[src/rtl/core/bftl_pkg.sv]
package bftl_pkg;

    localparam int BUCKET_COUNT = 4096;
    localparam int MAX_ENTRIES  = 4096;
    localparam int BKT_W  = $clog2(BUCKET_COUNT);
    localparam int IDX_W  = $clog2(MAX_ENTRIES);
    localparam int LINK_W = IDX_W + 1;
    localparam int ENTRY_W = 32 + 32 + 32 + 8 + LINK_W + 32;
    localparam logic [31:0] HASH_MUL = 32'h045d_9f3b;
    localparam logic [12:0] LIMIT_RESET = 13'd4096;

    localparam logic [1:0] ST_FOUND   = 2'd0;
    localparam logic [1:0] ST_CREATED = 2'd1;
    localparam logic [1:0] ST_FULL    = 2'd2;

    typedef enum logic [3:0] {
        S_CLEAR, S_IDLE, S_MIX1, S_MIX2, S_MIX3, S_HEAD, S_HEADW,
        S_ENTRY, S_ENTRYW, S_CHECK, S_INSERT, S_OUT
    } state_t;

    // controller -> datapath
    typedef struct packed {
        logic load;       // capture input word, canonicalize
        logic mix1;
        logic mix2;
        logic mix3;       // final fold, bucket index
        logic head_rd;
        logic head_take;  // link <= head data
        logic entry_rd;
        logic entry_take; // compare + next link
        logic insert;
        logic set_full;
        logic set_found;
        logic clr_wr;
    } bftl_cmd_t;

    // datapath -> controller
    typedef struct packed {
        logic link_zero;
        logic hit;
        logic full;
        logic clr_done;
    } bftl_sts_t;

    function automatic logic [31:0] swap_bytes(input logic [31:0] v);
        swap_bytes = {v[7:0], v[15:8], v[23:16], v[31:24]};
    endfunction

endpackage

[src/rtl/core/bftl_ctrl.sv]
module bftl_ctrl import bftl_pkg::*; (
    input  logic      aclk,
    input  logic      aresetn,
    input  logic      s_valid,
    output logic      s_ready,
    output logic      m_valid,
    input  logic      m_ready,
    input  bftl_sts_t sts,
    output bftl_cmd_t cmd
);
    state_t state_reg, state_next;

    always_ff @(posedge aclk) begin
        if (!aresetn) begin
            state_reg <= S_CLEAR;
        end else begin
            state_reg <= state_next;
        end
    end

    always_comb begin
        state_next = state_reg;
        unique case (state_reg)
            S_CLEAR:  if (sts.clr_done) state_next = S_IDLE;
            S_IDLE:   if (s_valid) state_next = S_MIX1;
            S_MIX1:   state_next = S_MIX2;
            S_MIX2:   state_next = S_MIX3;
            S_MIX3:   state_next = S_HEAD;
            S_HEAD:   state_next = S_HEADW;
            S_HEADW:  state_next = S_CHECK;
            S_ENTRY:  state_next = S_ENTRYW;
            S_ENTRYW: state_next = sts.hit ? S_OUT : S_CHECK;
            S_CHECK:  begin
                if (!sts.link_zero) state_next = S_ENTRY;
                else if (sts.full)  state_next = S_OUT;
                else                state_next = S_INSERT;
            end
            S_INSERT: state_next = S_OUT;
            S_OUT:    if (m_ready) state_next = S_IDLE;
            default:  state_next = S_IDLE;
        endcase
    end

    always_comb begin
        cmd = '0;
        s_ready = 1'b0;
        m_valid = 1'b0;
        unique case (state_reg)
            S_CLEAR:  cmd.clr_wr = 1'b1;
            S_IDLE:   begin
                s_ready  = 1'b1;
                cmd.load = s_valid;
            end
            S_MIX1:   cmd.mix1 = 1'b1;
            S_MIX2:   cmd.mix2 = 1'b1;
            S_MIX3:   cmd.mix3 = 1'b1;
            S_HEAD:   cmd.head_rd = 1'b1;
            S_HEADW:  cmd.head_take = 1'b1;
            S_ENTRY:  cmd.entry_rd = 1'b1;
            S_ENTRYW: begin
                cmd.entry_take = 1'b1;
                cmd.set_found  = sts.hit;
            end
            S_CHECK:  cmd.set_full = sts.link_zero && sts.full;
            S_INSERT: cmd.insert = 1'b1;
            S_OUT:    m_valid = 1'b1;
            default:  cmd = '0;
        endcase
    end
endmodule

[config.mk]
export PLATFORM = sky130hd
export DESIGN_NAME = bftl_ctrl
export DESIGN_NICKNAME = d
export VERILOG_FILES = /design/src/rtl/core/bftl_pkg.sv /design/src/rtl/core/bftl_ctrl.sv
export SDC_FILE = /design/constraint.sdc
export NUM_CORES = 1
export LEC_CHECK = 0
export BUFFER_PORTS_ARGS = -buffer_cell sky130_fd_sc_hd__clkbuf_2
export CORE_AREA = 2 2 39 41
export DETAILED_ROUTE_END_ITERATION = 8
export DIE_AREA = 0 0 41 43
export SLEW_MARGIN = 20
export SYNTH_ARGS = -nofsm -noshare
export SYNTH_HDL_FRONTEND = slang
export SYNTH_SLANG_ARGS = --single-unit
[constraint.sdc]
create_clock -name aclk -period 2 [get_ports aclk]
set_input_delay 0.4 -clock aclk [delete_from_list [all_inputs] [get_ports aclk]]
set_output_delay 0.4 -clock aclk [all_outputs]
set_load 0.05 [all_outputs]
Yosys cells after proc, flatten, opt, wreduce, memory -nomap -nowiden:

Index checks and enable logic that the tools add are counted.

* muxes and demuxes: 21
* eq/ne operators: 14
* reductions and logical operators: 3

Operators by type and width (number)
* 4-bit case mux with 12 select lines: 1
* 4-bit by 3-bit equality test with 1-bit output (second input constant): 4
* 4-bit equality test (second input constant): 4
* 4-bit 2-to-1 mux: 4
* 1-bit 2-to-1 mux: 15
* 4-bit by 2-bit equality test with 1-bit output (second input constant): 2
* 2-bit != test (second input constant): 3
* 4-bit by 1-bit equality test with 1-bit output (second input constant): 1
* 4-bit zero test: 1
* 3-bit AND reduction: 1
* 2-bit 2-to-1 mux: 1
* 1-bit logical AND: 1

* logic and storage cells: 39
* bits of input ports: 8
* output and inout bits: 14
* flip-flop bits (word level): 4

Longest topological paths before layout:

Gate-level depths: netlist of the first run.

* word-level depth: 3
* depth in mapped cells: 4
* gate-level depth less buffers: 3

Worst setup path before layout of the first run:

No wires, ideal clock.

* kind: flip-flop to output port
* start point: register state_reg[0]
* end point: output port cmd[1] (netlist bit)
* slack: -0.620 ns
* path buffers: 1
* arrival: 2.220 ns
* cell stages (with the launch flop): 4
* required time: 1.600 ns
* cells stage by stage: dfxtp_1 clkbuf_1 nor3_1 and2_1

RTL lines
* start: declaration: RTL line bftl_ctrl.sv:11 `state_t state_reg, state_next;`
* start signal: assignment: RTL line bftl_ctrl.sv:17 `state_reg <= state_next;`
* end: declaration: RTL line bftl_ctrl.sv:9 `output bftl_cmd_t cmd`

==> results.md, run 1 <==
- Of the total synthesized cell area, the portion taken by XOR and XNOR cells is 0.
- 0 antenna diodes ended up in the layout.
- Of the total synthesized cell area, the portion taken by full adders, half adders and majority gates is 0.
- The minimum setup slack among reg-to-reg paths is approximately 720 ps.
- Before antenna repair, the detailed router went through 4 iterations.
- At the later pin of the worst-skew pair, clock insertion delay measures 230 ps.
- The die is 41 um wide.
- The post-synthesis cell count is 50.
- The routed design has 983 um of wire.
- The startpoint identified for the worst hold timing path is aresetn.
- Setup repair after global routing left no endpoint under its margin.
- After global routing the overflow that remains totals 0.
- The number of library cell types mapped by synthesis is 22.
- The part of the Yosys area used for sequential elements is 0.226.
- The reg-to-reg critical path startpoint is state_reg[1]$_SDFFE_PN0P_.
- The register with the most flip-flops in the layout has 4 of them.
- After the first detailed-routing iteration, the DRC count stood at 3.
- The number of placement rows is 14.
- For this configuration, the core starts out at a cell density of 0.256.
- Counting every net in the synthesized netlist gives 58.
- From synthesis to final layout, the design area changed by 50.9%.
- TritonCTS built the clock tree.
- The depth of the worst register-to-register path is 4.
- Between clock sinks in the finished design, the worst skew comes to between 0.3 and 0.4 ps.
- The initial antenna violation count is 0.
- The share of the clock period used by the worst path after layout is 0.932.
- After filler insertion, the fill cell instance count of the layout stands at 152.
- The first global-routing pass estimated 1.39 mm of wire.
- Pin placement for this block handled 22 I/O pins.
- The arrival time of data at the critical path endpoint is 1460 ps.
- In this run the static leakage power is approximately 0.23 nW.
- The largest family of logic cells by synthesized area is simple AND/OR/NAND/NOR gates.
- The worst hold-check path type is in2reg.
- The die covers around 1800 um^2.
- For the pin with the worst max-slew slack, the measured transition is 291 ps.
- On the critical path, the stage with the largest delay is an instance of sky130_fd_sc_hd__dfxtp_1.
- The floorplan step set the die height to 43 um.
- The run finished with clean final reports.
- Walking the worst path, the cells encountered are or2_1 -> nor2_2 -> and2_2 -> clkbuf_2.
- Across the VDD grid, the largest voltage drop is 0.195 mV.
- The count of nets left with antenna violations after detail routing is 0.
- The level count of the clock H-tree is 1.
- The minimum clock period after layout is about 1900 ps.
- Clock-pin slew was measured on the worst setup and hold paths at 40 ps.
- Clock tree synthesis found a total of 4 sinks.
- Once the clock tree was built, the setup fixing pass inserted 0 buffers.
- The worst setup path is launched from a register.
- The final weighted congestion of routability-driven global placement is 0.730.
- The core area is 1380 um^2.
- Of the total synthesized cell area, the portion taken by AND, OR, NAND and NOR gates is 0.470.
- The reg-to-reg endpoint is state_reg[1]$_SDFFE_PN0P_.
- The maximum count of clock buffers along a single path is 2.
- Counting flops and latches in the post-synthesis netlist gives 4.
- The ratio of cells with drive above 1 in the final layout is 0.479.
- The peak clock frequency supported by timing is 536 MHz.
- After routing, the total negative slack on setup checks comes to 0 ps.
- The total power per unit cell area is 549 nW/um^2.
- The reported max-cap violation count is 0.
- During placement, the flow inserted port buffers numbering 21.
- The worst hold path passes through 3 cells.
- Detailed routing inserted a total of 427 vias.
- The critical path data required time is 1600 ps.
- The post-layout net count is a little over 80.
- The number of global-route vias before repair was 341.
- The maximum number of pins on one net before global-route repair is 13.
- Measured on the finished design, the core utilization comes to 0.386.
- The wire length per cell after detailed routing is 11.0 um.
- The worst hold path terminates at state_reg[0]$_SDFFE_PN0P_.
- The number of setup violations in the final report is 0.
- The number of hold-slack violations in the final timing report was 0.
- The critical path's largest stage delay is 380 ps.
- The kind of end point of the critical path is an output port.
- Of all nets on the critical path, the largest fanout is 10.
- The post-DP HPWL is 765 um.
- The mean number of vias per cell is 4.80.
- Of the post-synthesis cell area, the part taken by muxes is 0.0318.
- The warning count from the yosys run is 0.
- The buffers plus inverters on the worst setup path is 1.
- The post-synth design cell area is ~350 um^2.
- The final max-slew violation count is 0.
- The normalized max-slew margin is 0.805.
- The clock tree root buffer cell is sky130_fd_sc_hd__clkbuf_4.
- The global router's overall resource usage is 0.115.
- The fraction of the mapped netlist area in compound gates is 0.226.
- The number of buffers inserted during clock tree synthesis is 3.
- The detailed-route DRC error count is 0.
- The type of the worst setup path is reg2out.
- Averaged over all synthesized cells, the footprint is approximately 7 um^2.
- Among cell families on the critical path, the largest total delay comes from simple AND/OR/NAND/NOR gates.
## cells by family after synthesis
family	count (synthesis)
buf+inv	3
flops	4
mux	1
compound gates	12
simple gates	30
## how the worst max path moves through the flow
stage | startpoint | cells past startpoint | slack (ps) | endpoint
5_1_grt | state_reg[3]$_SDFFE_PN0P_ | 4 | 50 | cmd[1]
2_1_floorplan | state_reg[0]$_SDFFE_PN0P_ | 3 | 20 | cmd[1]
3_5_place_dp | state_reg[3]$_SDFFE_PN0P_ | 4 | 310 | cmd[1]
6_report | state_reg[3]$_SDFFE_PN0P_ | 4 | 140 | cmd[11]
4_1_cts | state_reg[3]$_SDFFE_PN0P_ | 4 | 60 | cmd[1]
3_3_place_gp | state_reg[3]$_SDFFE_PN0P_ | 4 | 320 | cmd[1]
## synthesized netlist by cell type
| master | instances | area [um^2] |
|---|---|---|
| sky130_fd_sc_hd__nor2_1 | 8 | 30.0 |
| sky130_fd_sc_hd__nand2b_1 | 7 | 43.8 |
| sky130_fd_sc_hd__nor3_1 | 5 | 25.0 |
| sky130_fd_sc_hd__a21oi_1 | 4 | 20.0 |
| sky130_fd_sc_hd__dfxtp_1 | 4 | 80.1 |
| sky130_fd_sc_hd__a21boi_1 | 2 | 15.0 |
| sky130_fd_sc_hd__and2_1 | 2 | 12.5 |
| sky130_fd_sc_hd__nand2_1 | 2 | 7.51 |
| sky130_fd_sc_hd__o21a_1 | 2 | 15.0 |
| sky130_fd_sc_hd__or3b_1 | 2 | 17.5 |
| sky130_fd_sc_hd__buf_2 | 1 | 5.00 |
| sky130_fd_sc_hd__buf_4 | 1 | 7.51 |
| sky130_fd_sc_hd__clkbuf_1 | 1 | 3.75 |
| sky130_fd_sc_hd__mux2_2 | 1 | 11.3 |
| sky130_fd_sc_hd__nor3b_1 | 1 | 7.51 |
| sky130_fd_sc_hd__nor4bb_1 | 1 | 10.0 |
| sky130_fd_sc_hd__o211ai_1 | 1 | 7.51 |
| sky130_fd_sc_hd__o21ai_0 | 1 | 5.00 |
| sky130_fd_sc_hd__o32ai_1 | 1 | 8.76 |
| sky130_fd_sc_hd__o41ai_1 | 1 | 8.76 |
| sky130_fd_sc_hd__or2_1 | 1 | 6.26 |
| sky130_fd_sc_hd__or3_1 | 1 | 6.26 |
## worst register-to-register path, delay by kind of cell, from the launching register on
family | cells | cell delay (ps)
AOI/OAI and AO/OA | 2 | 250
buffers and inverters | 1 | 230
DFF | 1 | 460
and+or+nand+nor | 1 | 270
## power breakdown
group	switching [mW]	internal, mW	total, mW
sequential	0.0106	0.0849	0.0955
clock	0.0329	0.0671	0.100
combinational	0.0638	0.0341	0.0980
## metal layers
metal	share of wire	GRT usage	vias up	routed length [um]
li1	-	-	224	-
met1	0.46	0.125	184	456
met2	0.44	0.188	19	432
met3	0.096	0.0366	0	94
met4	0	0.0600	0	0
met5	0	0	-	0
## final cells by class
class,instances,area (um^2),area share
timing repair buffer,23,120,0.225
clock buffer,3,22.5,0.0422
sequential,4,81.3,0.152
tap,16,20.0,0.0375
multi-input combinational,43,290,0.543
## per-stage QoR
stage | worst slack, ps | hold WS [ps] | total power, mW | cell area (um^2) | instances
6_report | 136 | 422 | 0.293 | 534 | 89
5_1_grt | 47.2 | 446 | 0.313 | 534 | 89
4_1_cts | 57.1 | 420 | 0.299 | 531 | 89
3_5_place_dp | 311 | 612 | 0.195 | 508 | 86
3_3_place_gp | 315 | 599 | 0.194 | 508 | 86
2_1_floorplan | 23.4 | 518 | 0.166 | 384 | 50
## repair_timing
action | in CTS | in global routing
endpoints found under the setup margin | 0 | 2
resized for setup | 0 | 2
hold buffers | 0 | 0
## cells in the final DEF (no fill, tap or decap)
master                     instances
sky130_fd_sc_hd__o41ai_1           1
sky130_fd_sc_hd__nor3_1            1
sky130_fd_sc_hd__o21a_1            2
sky130_fd_sc_hd__dfxtp_1           3
sky130_fd_sc_hd__a21boi_1          2
sky130_fd_sc_hd__mux2_2            1
sky130_fd_sc_hd__and2_1            1
sky130_fd_sc_hd__or3b_1            2
sky130_fd_sc_hd__o211ai_1          1
sky130_fd_sc_hd__o21ai_0           1
sky130_fd_sc_hd__buf_4             2
sky130_fd_sc_hd__nor3_2            3
sky130_fd_sc_hd__clkbuf_4          3
sky130_fd_sc_hd__nand2_1           2
sky130_fd_sc_hd__a21oi_1           4
sky130_fd_sc_hd__o32ai_1           1
sky130_fd_sc_hd__nor3b_1           1
sky130_fd_sc_hd__nand2b_1          6
sky130_fd_sc_hd__dfxtp_2           1
sky130_fd_sc_hd__nor2_1            7
sky130_fd_sc_hd__nor4bb_1          1
sky130_fd_sc_hd__nand2b_2          1
sky130_fd_sc_hd__nor2_2            1
sky130_fd_sc_hd__or2_1             1
sky130_fd_sc_hd__or3_1             1
sky130_fd_sc_hd__clkbuf_2         21
sky130_fd_sc_hd__nor3_4            1
sky130_fd_sc_hd__and2_2            1
Power figures use the tool's default switching activity.
==> run 2, diff against run 1 <==
Settings changed: SETUP_SLACK_MARGIN set to 0.3.
==> results.md, run 2 (synthesized netlist as in run 1, its figures left out) <==
- The run finished with clean final reports.
- Counting along the longest clock path gives a buffer depth of 2.
- The number of global-route vias before repair was 375.
- The total power per unit cell area is slightly below 500 nW/um^2.
- The placed cell area is 527 um^2.
- The reported max-cap violation count is 0.
- The post-CTS repair timing setup buffer count is 0.
- The count of nets left with antenna violations after detail routing is 0.
- Setup repair after global routing could not meet its margin everywhere.
- The number of buffers inserted during clock tree synthesis is 3.
- The area added between synthesis and finish is 73.5%.
- The number of hold-slack violations in the final timing report came to 0.
- After routing, the total negative slack on setup checks comes to 0 ps.
- The floorplan has 14 rows.
- The minimum clock period after layout is 1650 ps.
- The worst vdd rail ir drop is between 0.2 and 0.25 mV.
- The insertion delay to the later sink of the worst-skew pair is 230 ps.
- Timing would allow up to 606 MHz.
- The slew at the pin closest to its max-slew limit is 259 ps.
- In this run the standard cell core region covers around 1400 um^2.
- The die covers 1760 um^2.
- In this run the horizontal extent of the chip is 41 um.
- The number of antenna diodes in the final layout is 0.
- In this run, the number of DRC markers left after iteration 0 of detailed routing was 3.
- The critical path is of the reg2out type.
- The initial antenna violation count is 0.
- In this run the worst path has a maximum fanout of 8.
- The worst hold-check path type is in2reg.
- The worst hold slack across all endpoints is 428 ps.
- The number of buffers and inverters on the critical path is 2.
- The slowest stage of the critical path is the sky130_fd_sc_hd__dfxtp_4 cell.
- The starting utilization of the core area is 0.256.
- Traced cell by cell, the critical path runs through buf_4 -> nor3_4 -> and2_4 -> buf_8.
- For this run, the total global-route usage over all layers was measured as 0.124.
- At the end of routability-driven placement, the weighted congestion stood at 0.686.
- The number of setup violations in the final report is 0.
- In this run the tightest slew margin relative to its limit is 0.825.
- The post-DP HPWL is 771 um.
- Port buffering added 21 buffers.
- In the final design database the tool counted just over 80 nets.
- Entering global routing, the biggest net connects 13 pins.
- CTS saw 4 sinks.
- The share of the clock period used by the worst path after layout is 0.825.
- The clock tree root buffer cell is sky130_fd_sc_hd__clkbuf_4.
- The final max-slew violation count is 0.
- The cell class contributing the biggest share of worst-path delay is flip-flops.
- The element type at the critical path start is a register.
- For this run, the detailed router's first-pass iteration total came to 4.
- 22 I/O pins were placed.
- The library cells used most frequently in the layout, excluding fill and tap cells, are sky130_fd_sc_hd__clkbuf_2, sky130_fd_sc_hd__clkbuf_4, sky130_fd_sc_hd__nand2b_1, sky130_fd_sc_hd__nor2_2.
- The critical path data required time is roughly 1600 ps.
- After clock tree synthesis, the clock-pin slew on the worst setup and hold paths is 40 ps.
- At the end of the flow the core is filled with cells to 0.444.
- The CTS tree is done.
- The leakage power figure is between 0.2 and 0.25 nW.
- After detailed routing, the average wire length per cell comes to 11.1 um.
- The flip-flop count of the largest register after layout is 4.
- The detailed-route DRC error count is 0.
- The first global-routing pass estimated 1.50 mm of wire.
- Clock skew on the completed layout was measured at between 4 and 5 ps.
- The height of the die is 43 um.
- CTS built an H-tree with a depth of 1.
- After detailed routing, the total wire length is approximately 990 um.
- Data arrives at the worst endpoint at 1250 ps.
- After global routing the overflow that remains totals 0.
- Leaving out fill and tap cells, the most frequent cell in the layout is sky130_fd_sc_hd__clkbuf_2.
- The worst setup path is captured at an output port.
- In this run, post-CTS hold repair placed 0 buffers.
- For this run, the slowest stage of the critical path takes approximately 370 ps.
- The routed layout has 437 vias.
- Using the TritonRoute via totals, the vias-per-cell ratio works out to just under 5.
- The ratio of cells with drive above 1 in the final layout is 0.616.
- The final design area excluding fillers is 614 um^2.
run 2: cell count changes in the layout (fill, tap and decap cells not counted), sizes merged:
cell,change
buf,+7
clkbuf,-7
run 2: worst reg2reg max path, delay by kind of cell (launching register included):
family	cells	cell delay, ps
DFF	1	390
muxes	1	330
AOI/OAI and AO/OA	2	260
buffers and inverters	1	170
run 2: per-layer routing:
| metal | wire, um | GRT usage |
|---|---|---|
| met3 | 64 | 0.0628 |
| met1 | 413 | 0.129 |
| met2 | 507 | 0.206 |
| met4 | 0 | 0.0400 |
| met5 | 0 | 0 |
run 2: power by group:
group / switching, mW / internal [mW]
Combinational: 0.0697 / 0.0455
Clock: 0.0292 / 0.0668
Sequential: 0.00955 / 0.0837
run 2: cell type report:
class | instances | area, um^2
well taps | 16 | 20.0
clock buffers | 3 | 22.5
multi-input cells | 43 | 327
flip-flops and latches | 4 | 88.8
fillers | 138 | 769
repair buffers | 23 | 156
run 2: repair_timing:
item / 4_1_cts / 5_1_grt
setup endpoints to repair: 12 / 12
pin swaps: 1 / 1
gates resized for setup: 12 / 19
run 2: final timing paths:
check / startpoint / to / cells past startpoint / slack, ps
worst max-delay path: state_reg[0]$_SDFFE_PN0P_ / cmd[1] / 4 / 350
worst min-delay path: aresetn / state_reg[2]$_SDFFE_PN0P_ / 2 / 430
worst max register to register: state_reg[0]$_SDFFE_PN0P_ / state_reg[1]$_SDFFE_PN0P_ / 4 / 730
worst min register to register: state_reg[3]$_SDFFE_PN0P_ / state_reg[0]$_SDFFE_PN0P_ / 2 / 610
run 2: stage by stage:
step                      power (mW)  cells  setup WS (ps)
after floorplan                0.171     50           23.4
after global placement         0.199     86            341
after detailed placement       0.199     86            317
after CTS                      0.306     89            278
after global routing           0.326     89            281
final                          0.304     89            350
==> run 3, diff against run 2 <==
Clock period 2 ns to 1.56 ns, I/O delays scaled along.
==> results.md, run 3 (synthesized netlist as in run 1, its figures left out) <==
- The flow ran to the end, but the final reports show violations.
- The normalized max-slew margin is 0.815.
- The depth of the worst hold-timing path is 2.
- The die extent in x is 41 um.
- The element type at the critical path start is a register.
- The insertion delay to the later sink of the worst-skew pair is 230 ps.
- The leftover overflow at the end of global routing is 0.
- The critical path data required time is 1250 ps.
- In the global route stage, overall resource usage came out at 0.183.
- The total power per unit cell area is between 400 and 500 nW/um^2.
- The min-delay analysis places its worst path in the category in2reg.
- In the post-route analysis, the smallest setup slack over all paths is -65.3 ps.
- The number of setup violations in the final report is 5.
- For this design the top-level I/O count stands at 22.
- The number of global-route vias before repair is 509.
- For this block, the initial DRC count from the detailed router was 6.
- The slew at the pin closest to its max-slew limit is 274 ps.
- The wire length of the first global-routing pass is 2.19 mm.
- The number of hold-slack violations in the final timing report is 0.
- The placed instances occupy a cell area of 608 um^2.
- Leaving out fill and tap cells, the most frequent cell in the layout is sky130_fd_sc_hd__buf_8.
- The number of buffers inserted during clock tree synthesis is 3.
- The smallest clock period supported by the final layout is computed as 1630 ps.
- The arrival time of data at the critical path endpoint is 1310 ps.
- The tool flagged a number of max-cap violations equal to 0.
- The depth of the worst register-to-register path is 6.
- The checks that failed: setup timing.
- The area added between synthesis and finish is 185%.
- The filler cell count is between 90 and 100.
- Buffers placed on the I/O ports in this run total 21.
- For this run, the detailed router's first-pass iteration total came to 4.
- The mean number of vias per cell is 5.10.
- For this run, the share of the core covered by cells in the final layout is 0.729.
- The floorplan step set the die height to ~43 um.
- The maximum fanout along the worst path is 5.
- The type of the worst setup path is reg2out.
- The clock tree root buffer cell is sky130_fd_sc_hd__clkbuf_4.
- The post-DP HPWL is 840 um.
- In the finished design, the share of the clock period the worst path needs comes to 1.04.
- CTS saw 4 sinks.
- The detailed-route DRC error count is 0.
- Across all hold checks on the routed design, the worst slack comes to 329 ps.
- The total detailed-routing wirelength is around 1.6 mm.
- On the final layout, the worst clock skew is 4.01 ps.
- TritonCTS built the clock tree.
- The kind of end point of the critical path is an output port.
- The ratio of cells with drive above 1 in the final layout is 0.772.
- For this run, the post-layout net count is 102.
- The number of diodes is 0.
- The number of placement rows is 14.
- The initial antenna violation count came to 0.
- The maximum count of clock buffers along a single path is 2.
- In the layout the commonest cells are sky130_fd_sc_hd__buf_8, sky130_fd_sc_hd__buf_4, sky130_fd_sc_hd__buf_6.
- Setup repair after global routing could not meet its margin everywhere.
- Dividing the detail-routed wire length by the instance count gives 15.0 um.
- Power comes to between 0.4 and 0.5 mW.
- The core region is 1380 um^2.
- The peak clock frequency supported by timing is 615 MHz.
- The worst vdd rail ir drop is about 0.46 mV.
- The count of nets left with antenna violations after detail routing is 0.
- The final max-slew violation count came to 0.
- The analysis attributes to cell leakage a power of around 0.42 nW.
- For this configuration, the core starts out at a cell density of 0.256.
- Clock-pin slew was measured on the worst setup and hold paths at 30 ps.
- The final design area excluding fillers is 1010 um^2.
- The detailed-route via count is 551.
- The final weighted congestion of routability-driven global placement is 0.813.
- The full die area is roughly 1800 um^2.
- The maximum number of pins on one net before global-route repair is 10.
- The worst slack after detailed placement is roughly 73 ps.
- For this design, the CTS-stage hold fixing added 0 buffers.
- The register with the most flip-flops in the layout has 4 of them.
- The level count of the clock H-tree is 1.
## run 3: changes by cell type in the layout (fill, tap and decap cells not counted), sizes merged
cell and delta:
buf +24, clkbuf -5
## run 3: per-stage QoR
step	instances	setup TNS (ps)
3_3_place_gp	90	0
4_1_cts	99	-60.0
6_report	108	-160
3_5_place_dp	90	0
5_1_grt	108	-368
2_1_floorplan	50	-154
## run 3: worst paths after layout
check | from | to | slack, ps
max | state_reg[2]$_SDFFE_PN0P_ | cmd[11] | -70
min | aresetn | state_reg[3]$_SDFFE_PN0P_ | 330
max reg2reg | state_reg[0]$_SDFFE_PN0P_ | state_reg[1]$_SDFFE_PN0P_ | 230
min reg2reg | state_reg[3]$_SDFFE_PN0P_ | state_reg[0]$_SDFFE_PN0P_ | 600
## run 3: final cells by class
type | count | area, um^2 | share of cell area
timing repair buffer | 42 | 462 | 0.458
multi-input combinational | 43 | 409 | 0.406
sequential | 4 | 95.1 | 0.0943
clock buffer | 3 | 22.5 | 0.0223
tap | 16 | 20.0 | 0.0199
## run 3: power by group
part	internal [mW]	switching [mW]	total (mW)	leakage, nW
logic	0.130	0.130	0.260	0.366
clock network	0.0858	0.0385	0.124	0.0138
registers	0.105	0.00970	0.115	0.0355
## run 3: timing repair
item | in CTS | in global routing
resized for setup | 47 | 22
setup buffers | 6 | 9
gates cloned | 0 | 0
setup endpoints to repair | 18 | 18
pin swaps | 9 | 15
## run 3: worst max-delay path: stages (launching register included)
cell and delay [ps]:
sky130_fd_sc_hd__dfxtp_4 350, sky130_fd_sc_hd__or2_4 290, sky130_fd_sc_hd__nor2_4 130, sky130_fd_sc_hd__and2_4 160, sky130_fd_sc_hd__clkbuf_16 150
## run 3: routing by layer
metal / share of wire / track usage / vias up
met5: 0 / 0 / -
met2: 0.58 / 0.272 / 15
met4: 0 / 0.0800 / 0
met1: 0.40 / 0.239 / 268
li1: - / - / 268
met3: 0.025 / 0.0471 / 0
